--- config.mk ---
export PLATFORM = sky130hd
export DESIGN_NAME = chd_out
export DESIGN_NICKNAME = d
export VERILOG_FILES = /design/src/design/canonical_huffman_decode_macros.svh /design/src/design/chd_pkg.sv /design/src/design/chd_out.sv
export SDC_FILE = /design/constraint.sdc
export NUM_CORES = 1
export LEC_CHECK = 0
export BUFFER_PORTS_ARGS = -buffer_cell sky130_fd_sc_hd__buf_4
export CORE_UTILIZATION = 45
export CTS_CLUSTER_DIAMETER = 200
export DETAILED_ROUTE_END_ITERATION = 10
export HOLD_SLACK_MARGIN = 0.1
export PLACE_DENSITY = 0.63
export SLEW_MARGIN = 20
export SYNTH_ARGS = -nofsm -noshare
export SYNTH_HDL_FRONTEND = slang
export SYNTH_SLANG_ARGS = --single-unit
export TNS_END_PERCENT = 5
--- constraint.sdc ---
create_clock -name i_clk -period 3 [get_ports i_clk]
set_input_delay 0.15 -clock i_clk [delete_from_list [all_inputs] [get_ports i_clk]]
set_output_delay 0.15 -clock i_clk [all_outputs]
set_load 0.01 [all_outputs]
--- src/design/canonical_huffman_decode_macros.svh ---
// Assertion helpers used by the chd_back RTL file.
`ifndef CANONICAL_HUFFMAN_DECODE_MACROS_SVH
`define CANONICAL_HUFFMAN_DECODE_MACROS_SVH

// Same-cycle implication, disabled in reset.
`define CHD_ASSERT_NOW(label, clk, rst_n, ante, cons) \
    label: assert property (@(posedge clk) disable iff (!rst_n) (ante) |-> (cons)) \
        else $error("assertion failed");

// Next-cycle implication, disabled in reset.
`define CHD_ASSERT_NEXT(label, clk, rst_n, ante, cons) \
    label: assert property (@(posedge clk) disable iff (!rst_n) (ante) |=> (cons)) \
        else $error("assertion failed");

`endif

--- src/design/chd_pkg.sv ---
package chd_pkg;

    localparam int ALPHA    = 256;
    localparam int ABITS    = $clog2(ALPHA);
    localparam int IDX_W    = $clog2(ALPHA + 1);
    localparam int SYM_W    = 8;
    localparam int LEN_W    = 5;
    localparam int LEN_N    = 1 << LEN_W;
    localparam int MAX_LEN  = 31;
    localparam int CNT_W    = 9;
    localparam int CODE_W   = 32;
    localparam int CQ_DEPTH = 2;
    localparam int CQ_AW    = $clog2(CQ_DEPTH);
    localparam int OQ_DEPTH = 4;
    localparam int OQ_AW    = $clog2(OQ_DEPTH);

    localparam logic [1:0] MODE_CLEAR = 2'd0;
    localparam logic [1:0] MODE_LOAD  = 2'd1;
    localparam logic [1:0] MODE_DATA  = 2'd2;
    localparam logic [1:0] MODE_SPARE = 2'd3;

    localparam logic STAT_OK  = 1'b0;
    localparam logic STAT_ERR = 1'b1;

    typedef enum logic [1:0] {
        OP_CLEAR,
        OP_LOAD,
        OP_DATA
    } t_op;

    typedef struct packed {
        t_op              op;
        logic [SYM_W-1:0] sym;
        logic [LEN_W-1:0] len;
        logic [7:0]       data;
    } t_cmd;

    typedef struct packed {
        logic [SYM_W-1:0] symbol;
        logic             status;
        logic             finished;
        logic             last;
    } t_res;

    typedef enum logic [2:0] {
        ST_IDLE,
        ST_SCAN,
        ST_OFFS,
        ST_FILL,
        ST_BIT,
        ST_FETCH,
        ST_DONE
    } t_state;

endpackage

--- src/design/chd_out.sv ---
module chd_out import chd_pkg::*; (
    input  logic i_clk,
    input  logic i_rst_n,
    input  logic i_push,
    input  t_res i_res,
    output logic o_full,
    input  logic i_pop,
    output logic o_empty,
    output t_res o_res
);

    t_res             r_q [OQ_DEPTH];
    logic [OQ_AW-1:0] r_wp, r_rp;
    logic [OQ_AW:0]   r_cnt;
    logic             wr, rd;

    assign o_full  = (r_cnt == (OQ_AW + 1)'(OQ_DEPTH));
    assign o_empty = (r_cnt == '0);
    assign o_res   = r_q[r_rp];
    assign wr      = i_push && !o_full;
    assign rd      = i_pop && !o_empty;

    always_ff @(posedge i_clk) begin
        if (!i_rst_n) begin
            r_wp  <= '0;
            r_rp  <= '0;
            r_cnt <= '0;
        end else begin
            if (wr) begin
                r_wp <= r_wp + OQ_AW'(1);
            end
            if (rd) begin
                r_rp <= r_rp + OQ_AW'(1);
            end
            r_cnt <= r_cnt + (OQ_AW + 1)'(wr) - (OQ_AW + 1)'(rd);
        end
    end

    always_ff @(posedge i_clk) begin
        if (wr) begin
            r_q[r_wp] <= i_res;
        end
    end

endmodule

==> results_dict.tcl <==
set metrics [dict create \
    status "finished clean" \
    cts_max_level 2 \
    grt_use_total_pct 14.90 \
    dp_worst_setup_slack_ns 0.5757 \
    io_buffers 27 \
    cp.arrival_ns 2.61 \
    antenna_found_initial 0 \
    finalPower_mw 1.830 \
    syn-instance-count 108 \
    fin_util_pct 57.16 \
    grt_pass1_vias 1096 \
    syn_to_final_growth_pct 20.66 \
    dp_hpwl_um 2245 \
    worst-setup-path-type "flip-flop to flip-flop" \
    grt_max_degree 16 \
    routedWlPerCell_um 16.28 \
    multi_input_area_sq_um 521.8 \
    worst_pin_slew_ns 0.7798 \
    place_inst 183 \
    crit_path_start_kind "flip-flop" \
    whs_path_depth 2 \
    hold_class "input pin to flip-flop" \
    hold_slack_ns 0.1397 \
    clock-sinks 53 \
    powerDensity_mw_per_mm2 730.3 \
    cp_max_fo 7 \
    start_util_pct 47.37 \
    reg2reg_from "r_cnt[2]" \
    die_area_sq_mm 0.004891 \
    r2r.worst_path.cells 10 \
    syn_nets 130 \
    maxCapViolCount 0 \
    viasPerCell 5.089 \
    fin_crit_sh_pct 80.56 \
    clock_latency_ns 0.30 \
    finalNonFillerCells 202 \
    post-route-min-period_ns 2.417 \
    slowest_delay_ns 0.39 \
    cts_tree "built" \
    fmax_mhz 413.8 \
    r2r_end "r_cnt[2]" \
    synth.cell_area_sq_mm 0.002077 \
    synthFlopType "edfxtp_1" \
    hold_viol 0 \
    yosysSeqAreaShare_pct 72.29 \
    worstPathRequired_ns 3.20 \
    finalWorstSetupSlack_ns 0.5833 \
    die-width_um 69.94 \
    die_y_um 69.94 \
    gp_congestion 0.7878 \
    finalSetupViolCount 0 \
    slew_viol_final 0 \
    p_leak_nw 0.8934 \
    ios 28 \
    rows 24 \
    cts-root-buf "clkbuf_8" \
    seq_area_sq_mm 0.001501 \
    overflow 0 \
    layout-drive-gt1-share_pct 31.33 \
    synth.distinct_cells 20 \
    synth_seq_cells 53 \
    core_area_sq_mm 0.004384 \
    firstDrtPassIters 3 \
    finClkSkew_ns 0.007017 \
    cp-end-kind "flip-flop" \
    relSlewSlack_pct 47.94 \
    first_iter_violations 45 \
    antenna_cells 0 \
    clock_path_buffers 2 \
    design_area_sq_mm 0.002506 \
    finalNetCount 171 \
    cts_resized 0 \
    path_clk_slew_ns 0.09 \
    synth_edf_count 44 \
    place_area_sq_mm 0.002313 \
    peakVddDrop_mv 0.3668 \
    grt_pass1_wl_um 5368 \
    ant_nets 0 \
    min_to "r_cnt[0]" \
    grt_setup_unrepaired "false" \
    drc_errors 0 \
    async_reset_ff_share_pct 0 \
    wl_um 3288 \
    fillCellCount 349 \
    avgSynthCellArea_sq_um 19.23 \
    via_count 1028 \
    slowest_stage "fa_1" \
    cp_cell_sequence "nor3b_2, nor2b_1, inv_1, ha_1, inv_1, ha_1, fa_1, xnor2_1, xnor2_1, and2_1" \
    fin_setup_tns_ns 0 \
    cts_made_buffers 5 \
    min_from "i_rst_n" \
    yosysWarnings 0 \
    r2r_slack_ns 0.58 \
]
-- layer usage --
metal	part of all wire, %	track usage (%)	vias up	wire length [um]
met5	0	0	-	0
li1	-	-	487	-
met2	52	25.43	17	1723
met4	1.3	4.667	0	44
met1	43	18.32	520	1409
met3	3.4	4.329	4	111
-- Yosys cell counts (2+ instances only) --
master / n / area share, %
and2_1: 7 / 2.1
buf_6: 2 / 1.1
dfxtp_1: 9 / 8.7
edfxtp_1: 44 / 64
ha_1: 6 / 3.6
inv_1: 6 / 1.1
mux2i_1: 2 / 0.96
mux4_2: 11 / 12
nand2_1: 6 / 1.1
nor2b_1: 2 / 0.60
o21ai_0: 3 / 0.72
xnor2_1: 2 / 0.84
-- area by class of cell --
| class | instances | area share, % |
|---|---|---|
| Clock buffer | 6 | 2.896 |
| Clock inverter | 2 | 0.3994 |
| Inverter | 6 | 0.8987 |
| Multi-Input combinational cell | 45 | 20.82 |
| Sequential cell | 53 | 59.91 |
| Tap cell | 52 | 2.596 |
| Timing Repair Buffer | 38 | 12.48 |
-- sequential cells by signal (all words and copies together) (netlist names), named ones only --
register	flops
r_wp	2
r_q	44
r_cnt	3
r_rp	2
-- cell usage in the layout (no fill, tap or decap), types with 2 or more instances in the layout --
| master | instances |
|---|---|
| clkinv_2 | 2 |
| dfxtp_1 | 9 |
| mux2i_1 | 2 |
| ha_1 | 6 |
| nand2_1 | 6 |
| edfxtp_1 | 44 |
| xnor2_1 | 2 |
| dlygate4sd3_1 | 11 |
| inv_1 | 6 |
| buf_4 | 27 |
| o21ai_0 | 3 |
| clkbuf_8 | 5 |
| mux4_2 | 11 |
| nor2b_1 | 2 |
| and2_1 | 7 |
-- worst max-delay path, delay by kind of cell, from the launching register on --
kind	cells	cell delay [ns]
AND/OR/NAND/NOR	3	0.70
flip-flops	1	0.34
adder cells (fa/ha/maj)	3	0.86
XOR/XNOR	2	0.29
buffers and inverters	2	0.13
-- repair_timing --
| action | CTS | global route |
|---|---|---|
| hold buffers | 11 | 0 |
| hold endpoints to repair | 44 | 0 |
| setup buffers | 0 | 0 |
-- worst max path at each step --
| stage | from | endpoint | slack (ns) |
|---|---|---|---|
| after floorplan | r_cnt[2] | r_cnt[2] | 0.87 |
| after global placement | r_cnt[2] | r_cnt[2] | 0.73 |
| after detailed placement | r_cnt[2] | r_cnt[2] | 0.58 |
| after CTS | r_cnt[2] | r_cnt[2] | 0.57 |
| after global routing | r_cnt[2] | r_cnt[2] | 0.44 |
| final | r_cnt[2] | r_cnt[2] | 0.58 |
-- report_power, final --
group,internal [mW],total (mW),switching (mW)
clock,0.162,0.375,0.213
sequential,0.898,0.976,0.0779
combinational,0.274,0.480,0.205
-- cells by family (layout without fill, tap and decap cells) --
group | count (synthesis) | after routing | share of synthesized area [%]
flops | 53 | 53 | 72.29
simple gates | 19 | 19 | 5.723
mux | 13 | 13 | 12.89
buf+inv | 10 | 52 | 2.590
fa+ha+maj | 7 | 7 | 4.578
compound gates | 4 | 4 | 1.084
xor+xnor | 2 | 2 | 0.8435
No activity file was read; power rests on OpenSTA's default activity.
