==> src/design/canonical_huffman_decode_macros.svh <==
// Assertion helpers used by the chd_back RTL file.
`ifndef CANONICAL_HUFFMAN_DECODE_MACROS_SVH
`define CANONICAL_HUFFMAN_DECODE_MACROS_SVH

// Same-cycle implication, disabled in reset.
`define CHD_ASSERT_NOW(label, clk, rst_n, ante, cons) \
    label: assert property (@(posedge clk) disable iff (!rst_n) (ante) |-> (cons)) \
        else $error("assertion failed");

// Next-cycle implication, disabled in reset.
`define CHD_ASSERT_NEXT(label, clk, rst_n, ante, cons) \
    label: assert property (@(posedge clk) disable iff (!rst_n) (ante) |=> (cons)) \
        else $error("assertion failed");

`endif

==> src/design/chd_pkg.sv <==
package chd_pkg;

    localparam int ALPHA    = 256;
    localparam int ABITS    = $clog2(ALPHA);
    localparam int IDX_W    = $clog2(ALPHA + 1);
    localparam int SYM_W    = 8;
    localparam int LEN_W    = 5;
    localparam int LEN_N    = 1 << LEN_W;
    localparam int MAX_LEN  = 31;
    localparam int CNT_W    = 9;
    localparam int CODE_W   = 32;
    localparam int CQ_DEPTH = 2;
    localparam int CQ_AW    = $clog2(CQ_DEPTH);
    localparam int OQ_DEPTH = 4;
    localparam int OQ_AW    = $clog2(OQ_DEPTH);

    localparam logic [1:0] MODE_CLEAR = 2'd0;
    localparam logic [1:0] MODE_LOAD  = 2'd1;
    localparam logic [1:0] MODE_DATA  = 2'd2;
    localparam logic [1:0] MODE_SPARE = 2'd3;

    localparam logic STAT_OK  = 1'b0;
    localparam logic STAT_ERR = 1'b1;

    typedef enum logic [1:0] {
        OP_CLEAR,
        OP_LOAD,
        OP_DATA
    } t_op;

    typedef struct packed {
        t_op              op;
        logic [SYM_W-1:0] sym;
        logic [LEN_W-1:0] len;
        logic [7:0]       data;
    } t_cmd;

    typedef struct packed {
        logic [SYM_W-1:0] symbol;
        logic             status;
        logic             finished;
        logic             last;
    } t_res;

    typedef enum logic [2:0] {
        ST_IDLE,
        ST_SCAN,
        ST_OFFS,
        ST_FILL,
        ST_BIT,
        ST_FETCH,
        ST_DONE
    } t_state;

endpackage

==> src/design/chd_front.sv <==
module chd_front import chd_pkg::*; (
    input  logic             i_clk,
    input  logic             i_rst_n,
    input  logic             i_push,
    input  logic [1:0]       i_mode,
    input  logic [SYM_W-1:0] i_entry_symbol,
    input  logic [LEN_W-1:0] i_entry_length,
    input  logic [7:0]       i_data_byte,
    output logic             o_full,
    input  logic             i_pop,
    output logic             o_valid,
    output t_cmd             o_cmd
);

    t_cmd             r_q [CQ_DEPTH];
    logic [CQ_AW-1:0] r_wp, r_rp;
    logic [CQ_AW:0]   r_cnt;
    logic             known;
    logic             wr, rd;
    t_cmd             cmd;

    always_comb begin
        known = 1'b1;
        cmd   = '{op: OP_DATA, sym: i_entry_symbol, len: i_entry_length, data: i_data_byte};
        case (i_mode)
            MODE_CLEAR: cmd.op = OP_CLEAR;
            MODE_LOAD:  cmd.op = OP_LOAD;
            MODE_DATA:  cmd.op = OP_DATA;
            default:    known  = 1'b0;
        endcase
    end

    assign o_full  = (r_cnt == (CQ_AW + 1)'(CQ_DEPTH));
    assign o_valid = (r_cnt != '0);
    assign o_cmd   = r_q[r_rp];
    assign wr      = i_push && !o_full && known;
    assign rd      = i_pop && o_valid;

    always_ff @(posedge i_clk) begin
        if (!i_rst_n) begin
            r_wp  <= '0;
            r_rp  <= '0;
            r_cnt <= '0;
        end else begin
            if (wr) begin
                r_wp <= r_wp + CQ_AW'(1);
            end
            if (rd) begin
                r_rp <= r_rp + CQ_AW'(1);
            end
            r_cnt <= r_cnt + (CQ_AW + 1)'(wr) - (CQ_AW + 1)'(rd);
        end
    end

    always_ff @(posedge i_clk) begin
        if (wr) begin
            r_q[r_wp] <= cmd;
        end
    end

endmodule

==> config.mk <==
export PLATFORM = sky130hd
export DESIGN_NAME = chd_front
export DESIGN_NICKNAME = d
export VERILOG_FILES = /design/src/design/canonical_huffman_decode_macros.svh /design/src/design/chd_pkg.sv /design/src/design/chd_front.sv
export SDC_FILE = /design/constraint.sdc
export NUM_CORES = 1
export LEC_CHECK = 0
export BUFFER_PORTS_ARGS = -buffer_cell sky130_fd_sc_hd__buf_2
export CORE_UTILIZATION = 54
export CTS_BUF_LIST = sky130_fd_sc_hd__clkbuf_2
export DETAILED_ROUTE_END_ITERATION = 16
export PLACE_DENSITY = 0.79
export SYNTH_ARGS = -nofsm -noshare
export SYNTH_HDL_FRONTEND = slang
export SYNTH_SLANG_ARGS = --single-unit
==> constraint.sdc <==
create_clock -name i_clk -period 3.1 [get_ports i_clk]
set_clock_uncertainty 0.2 [all_clocks]
set_input_delay 0.31 -clock i_clk [delete_from_list [all_inputs] [get_ports i_clk]]
set_output_delay 0.31 -clock i_clk [all_outputs]
set_load 0.02 [all_outputs]
==> results.md, run 1 <==
- Crit path time final: 2403 ps
- DP Area: 0.002247 mm^2
- Crit Path Category: reg -> out
- Routed vias: 1109
- Reg-to-reg critical path startpoint: r_cnt[0]
- Critical path buffers and inverters: 2
- Max Cap Viol: 0
- Worst Path Max Fanout: 12
- Distinct cells, synth: 17
- Final ANT Viol Nets: 0
- Final instance area: 0.002547 mm^2
- Net count, final: 210
- Cts bufs inserted: 5
- Mean routed wirelength per cell: 14.71 um
- Tcrit/Tclk final: 0.7751
- Setup_tns: 0 ps
- Post-Syn Nets: 128
- Outcome: completed
- Critical Path Source Type: register
- Worst ir drop on vdd: 0.0004307 V
- Area Overhead vs Synth: 31.78%
- Drt total wl: 3.340 mm
- Rows: 21
- Global-route met2 utilization: 0.3625
- Area of the multi-input gates: 422.9 um^2
- Vias in the first global route: 1129
- Initial antenna violation count: 0
- Max Slew Vio Count: 0
- Final-report setup violation count: 0
- CTS Sinks: 51
- Flop2flop setup slack: 1120 ps
- Fillers: 218
- Clock Root Buffer: clkbuf_2
- Power per cell area: 697.9 mW/mm^2
- Seq/Total Area, Yosys: 0.7663
- Max Fclk: 416.2 MHz
- Setup crit end: o_cmd[0]
- Required time of the critical path: 2590 ps
- Crit path DAT: 1890 ps
- GRT Max-Usage Layer: met2
- GR Util met1: 0.1887
- Post-synthesis area per instance: 19.53 um^2
- DRC viols: 0
- Clk slew on worst S/H paths: 200 ps
- Initial core utilization: 0.5703
- Pin count of the biggest net entering global routing: 15
- Post-CTS Setup Inserts: 0
- Clock Path Buffers: 2
- Die width: 61.83 um
- Tightest Hold Check Type: in -> reg
- Crit-path leading delay family: flip-flops
- TritonCTS clock tree: done
- LEAKAGE: 0.9911 nW
- Total core area: 0.003390 mm^2
- Relative slew slack: 0.5902
- GR Overflow Total: 0
- Top Ports: 52
- Skew-Pair Late Insertion Delay: 380 ps
- Hold path depth: 4
- Die height: 61.83 um
- # H-tree levels: 2
- Critical path's largest stage delay: 680 ps
- GRT Total Usage: 0.1911
- Slowest cell on crit path: dfxtp_1
- Initial DRC Count: 24
- Crit-path cells: buf_4 -> mux2_2 -> buf_2
- DRT Pass-1 Iters: 4
- Crit end category: output pin
- R2R cell count: 4
- RR Endpoint: r_q[0][22]
- Port bufs: 51
- HPWL Detailed: 2.128 mm
- Most common cell after layout, fill and taps aside: buf_2
- Reg area: 0.001481 mm^2
- Share of cells above drive strength 1: 0.4917
- Die area: 0.003823 mm^2
- #FFs+latches synth: 51
- Synthesis Warnings: 0
- Via-per-instance ratio: 4.885
- Commonest non-fill, non-tap cells in the layout: buf_2 (51), edfxtp_1 (46), dlygate4sd3_1 (24)
- Final Hold Viols: 0
- Final antenna diode count: 0
- Met3 Use GR: 0.06004
- Critical path depth in cells: 3
- RSZ-0062 raised after global routing: false
- First-pass GRT wire length: 4.836 mm
- Post-Synthesis Cells: 99
- Mapped cell area: 0.001933 mm^2
- GPL Wtd Cong: 0.6151
- Worst slew pin tran: 614.1 ps
cell families after synthesis:
kind of cell,count (synthesis),share of synthesized area
AO/OA/AOI/OAI,1,0.003885
buffers and inverters,5,0.01747
XOR/XNOR,3,0.01359
flip-flops,51,0.7663
adder cells (fa/ha/maj),2,0.01294
AND/OR/NAND/NOR,13,0.04660
multiplexers,24,0.1392
per-layer routing:
| metal | wire length (um) | up-vias |
|---|---|---|
| li1 | - | 534 |
| met1 | 1293 | 523 |
| met2 | 1836 | 44 |
| met3 | 147 | 8 |
| met4 | 63 | 0 |
| met5 | 0 | - |
layout make-up:
cell class	instances	share of cell area
Sequential cell	51	0.5815
Tap cell	46	0.02259
Clock inverter	1	0.01179
Inverter	2	0.002947
Timing Repair Buffer	78	0.2033
Multi-Input combinational cell	43	0.1660
Clock buffer	6	0.01179
cells in the mapped netlist (all sizes together):
cell / n / area (um^2)
and2: 2 / 12.51
buf: 2 / 22.52
clkbuf: 1 / 3.750
dfxtp: 5 / 100.1
edfxtp: 46 / 1381
ha: 2 / 25.02
inv: 2 / 7.510
mux2: 23 / 259.0
mux2i: 1 / 10.01
nand2: 3 / 11.26
nand3b: 1 / 20.02
nor2: 2 / 7.510
nor2b: 4 / 32.53
o21a: 1 / 7.510
or2: 1 / 6.260
xnor2: 3 / 26.28
worst min path at each step:
stage,from,end,slack [ps]
final,i_mode[0],r_wp,80
after global routing,i_mode[0],r_wp,40
after CTS,i_push,r_wp,9
after detailed placement,r_wp,r_wp,290
after global placement,r_wp,r_wp,270
after floorplan,i_data_byte[0],r_q[0][0],210
worst reg2reg max path, delay by kind of cell (launching register included):
family | cells | cell delay, ps
and+or+nand+nor | 3 | 730
DFF | 1 | 460
buffers and inverters | 1 | 320
stage by stage:
stage	hold slack, ps	util	power (mW)	setup WS (ps)	cells
global route	35.54	0.7516	1.873	530.7	227
global placement	273.8	0.6630	1.441	1155	196
detailed placement	293.2	0.6630	1.457	1102	196
finish	81.05	0.7516	1.778	697.2	227
CTS	8.932	0.7486	1.793	669.8	226
floorplan	208.9	-	1.305	858.8	99
sequential cells by signal (all words and copies together), names as in the netlist, named ones only:
name,flops
r_cnt,2
r_q,46
r_rp,1
r_wp,1
what timing repair did:
item	CTS	global route
endpoints found under the hold margin	49	1
hold buffers	23	1
endpoints found under the setup margin	0	0
gates resized for setup	0	0
where the power goes:
group / total, mW / switching [mW] / leakage, nW / internal (mW)
clock: 0.313 / 0.177 / 0.0391 / 0.136
combinational: 0.564 / 0.300 / 0.485 / 0.264
sequential: 0.901 / 0.0525 / 0.467 / 0.848
total: 1.78 / 0.529 / 0.991 / 1.25
Power figures use the tool's default switching activity.
==> run 2: changes to the inputs <==
Settings changed: CORE_UTILIZATION 54 to 48, PLACE_DENSITY 0.79 to 0.74.
Clock period 3.1 ns to 2.1 ns, I/O delays scaled along.
==> run 2 against run 1 <==
First-iteration DRC count up 42%; routed wire length shrank 11%; die area rose by 12%; combinational power grew 56%; cell count rose by 2.6%; register-to-register slack got worse by 920 ps; via count fell by 1.9%; utilization shrank 7.1 points; final area rose by 0.74%; hold slack got worse by 16 ps; critical endpoint is now o_cmd[2].
==> results.md, run 2 (same netlist as run 1, synthesis figures left out) <==
- Flop2flop setup slack: 200 ps
- TritonCTS clock tree: done
- RR Endpoint: r_cnt[1]
- Final core occ: 0.6805
- GR Overflow Total: 0
- HPWL Detailed: 1.954 mm
- Critical Path Source Type: register
- Clock Root Buffer: clkbuf_2
- Relative slew slack: 0.8599
- Final Hold Viols: 0
- RSZ-0062 raised after global routing: false
- Via-per-instance ratio: 4.670
- Port bufs: 51
- Mean routed wirelength per cell: 12.73 um
- Met1 Wirelength: 1.228 mm
- Most common cell after layout, fill and taps aside: buf_2
- Layout Cells excl Fill: 233
- Cts bufs inserted: 5
- Final Power: 2.520 mW
- Tightest Hold Check Type: in -> reg
- LEAKAGE: 0.9981 nW
- Initial DRC Count: 34
- Drt total wl: 2.967 mm
- Worst slew pin tran: 208.7 ps
- Final ANT Viol Nets: 0
- First-pass GRT wire length: 4.623 mm
- GPL Wtd Cong: 0.6396
- Routed vias: 1088
- Top Ports: 52
- R2R cell count: 8
- Clock Path Buffers: 2
- Largest regs: r_q x46, r_cnt x2
- Skew-Pair Late Insertion Delay: 390 ps
- Die width: 65.46 um
- GRT Total Usage: 0.1492
- Placed cell count: 200
- Tcrit/Tclk final: 0.9414
- Pin count of the biggest net entering global routing: 22
- Final-report setup violation count: 0
- Hold path depth: 4
- Share of cells above drive strength 1: 0.4865
- Max Fclk: 505.8 MHz
- DRC viols: 0
- Top sig layer: met4
- Max Cap Viol: 0
- Power per cell area: 981.9 mW/mm^2
- Die height: 65.46 um
- Routed met3 length: 156 um
- Post-CTS Setup Inserts: 0
- DRT Pass-1 Iters: 4
- Met2 wire length: 1.549 mm
- Clk slew on worst S/H paths: 210 ps
- Die area: 0.004285 mm^2
- Reg-to-reg critical path startpoint: r_cnt[1]
- Crit end category: output pin
- Final antenna diode count: 0
- Crit path time final: 1977 ps
- Initial antenna violation count: 0
- Worst ir drop on vdd: 0.0008255 V
- Required time of the critical path: 1690 ps
- Crit path DAT: 1570 ps
- Vias in the first global route: 1061
- Rows: 22
- DP Area: 0.002265 mm^2
- Total core area: 0.003771 mm^2
- Max reg flops: 46
- Hold_sp: i_pop
- Commonest non-fill, non-tap cells in the layout: buf_2 (51), edfxtp_1 (46), dlygate4sd3_1 (26)
- Initial core utilization: 0.5126
- Max Slew Vio Count: 0
- Net count, final: 214
- Final instance area: 0.002566 mm^2
- Crit Path Category: reg -> out
- CTS Sinks: 51
- Top reg by flops: r_q
- # H-tree levels: 2
- Area Overhead vs Synth: 32.75%
- Outcome: completed
- Worst Path Max Fanout: 21
-- run 2: cell count changes in the layout (fill, tap and decap cells not counted), sizes merged --
cell / change
bufinv: -1
buf: +2
dlygate4sd3: +2
clkbuf: -1
clkinv: +2
-- run 2: power by group --
| group | internal [mW] | switching [mW] | total [mW] |
|---|---|---|---|
| Clock | 0.0706 | 0.264 | 0.334 |
| Sequential | 1.25 | 0.0527 | 1.30 |
| Combinational | 0.413 | 0.468 | 0.881 |
| Total | 1.74 | 0.785 | 2.52 |
-- run 2: through the flow --
stage	setup WS [ps]	hold WS (ps)	TNS, ps
after floorplan	-141.2	108.9	-6492
after global placement	285.1	198.5	0
after detailed placement	204.5	202.8	0
after CTS	58.31	36.37	0
after global routing	11.74	47.90	0
final	123.1	64.67	0
-- run 2: final cells by class --
class,count,area [um^2]
sequential,51,1481
multi-input combinational,43,422.9
clock buffer,5,25.02
inverter,2,7.507
clock inverter,2,8.758
fill,285,1205
tap,48,60.06
timing repair buffer,82,560.5
-- run 2: how the worst max path moves through the flow --
stage	to	slack (ps)	depth (start not counted)
global placement	r_cnt[1]	290	8
floorplan	r_q[1][0]	-140	3
global route	o_cmd[9]	10	3
detailed placement	r_cnt[1]	200	8
CTS	o_cmd[7]	60	3
finish	o_cmd[2]	120	3
-- run 2: per-layer routing --
layer  track usage  vias up
li1              -      542
met1        0.1639      504
met2        0.2693       38
met3       0.04861        4
met4       0.04891        0
met5             0        -
-- run 2: repair_timing --
action                                  in CTS  in global routing
endpoints found under the hold margin       51                  0
gates resized for setup                      1                  1
hold buffers                                26                  0
endpoints found under the setup margin       2                  5
-- run 2: critical path, cell delays in order (launching register included) --
cell and delay (ps):
dfxtp_1 440, buf_8 220, mux2_2 360, buf_2 160
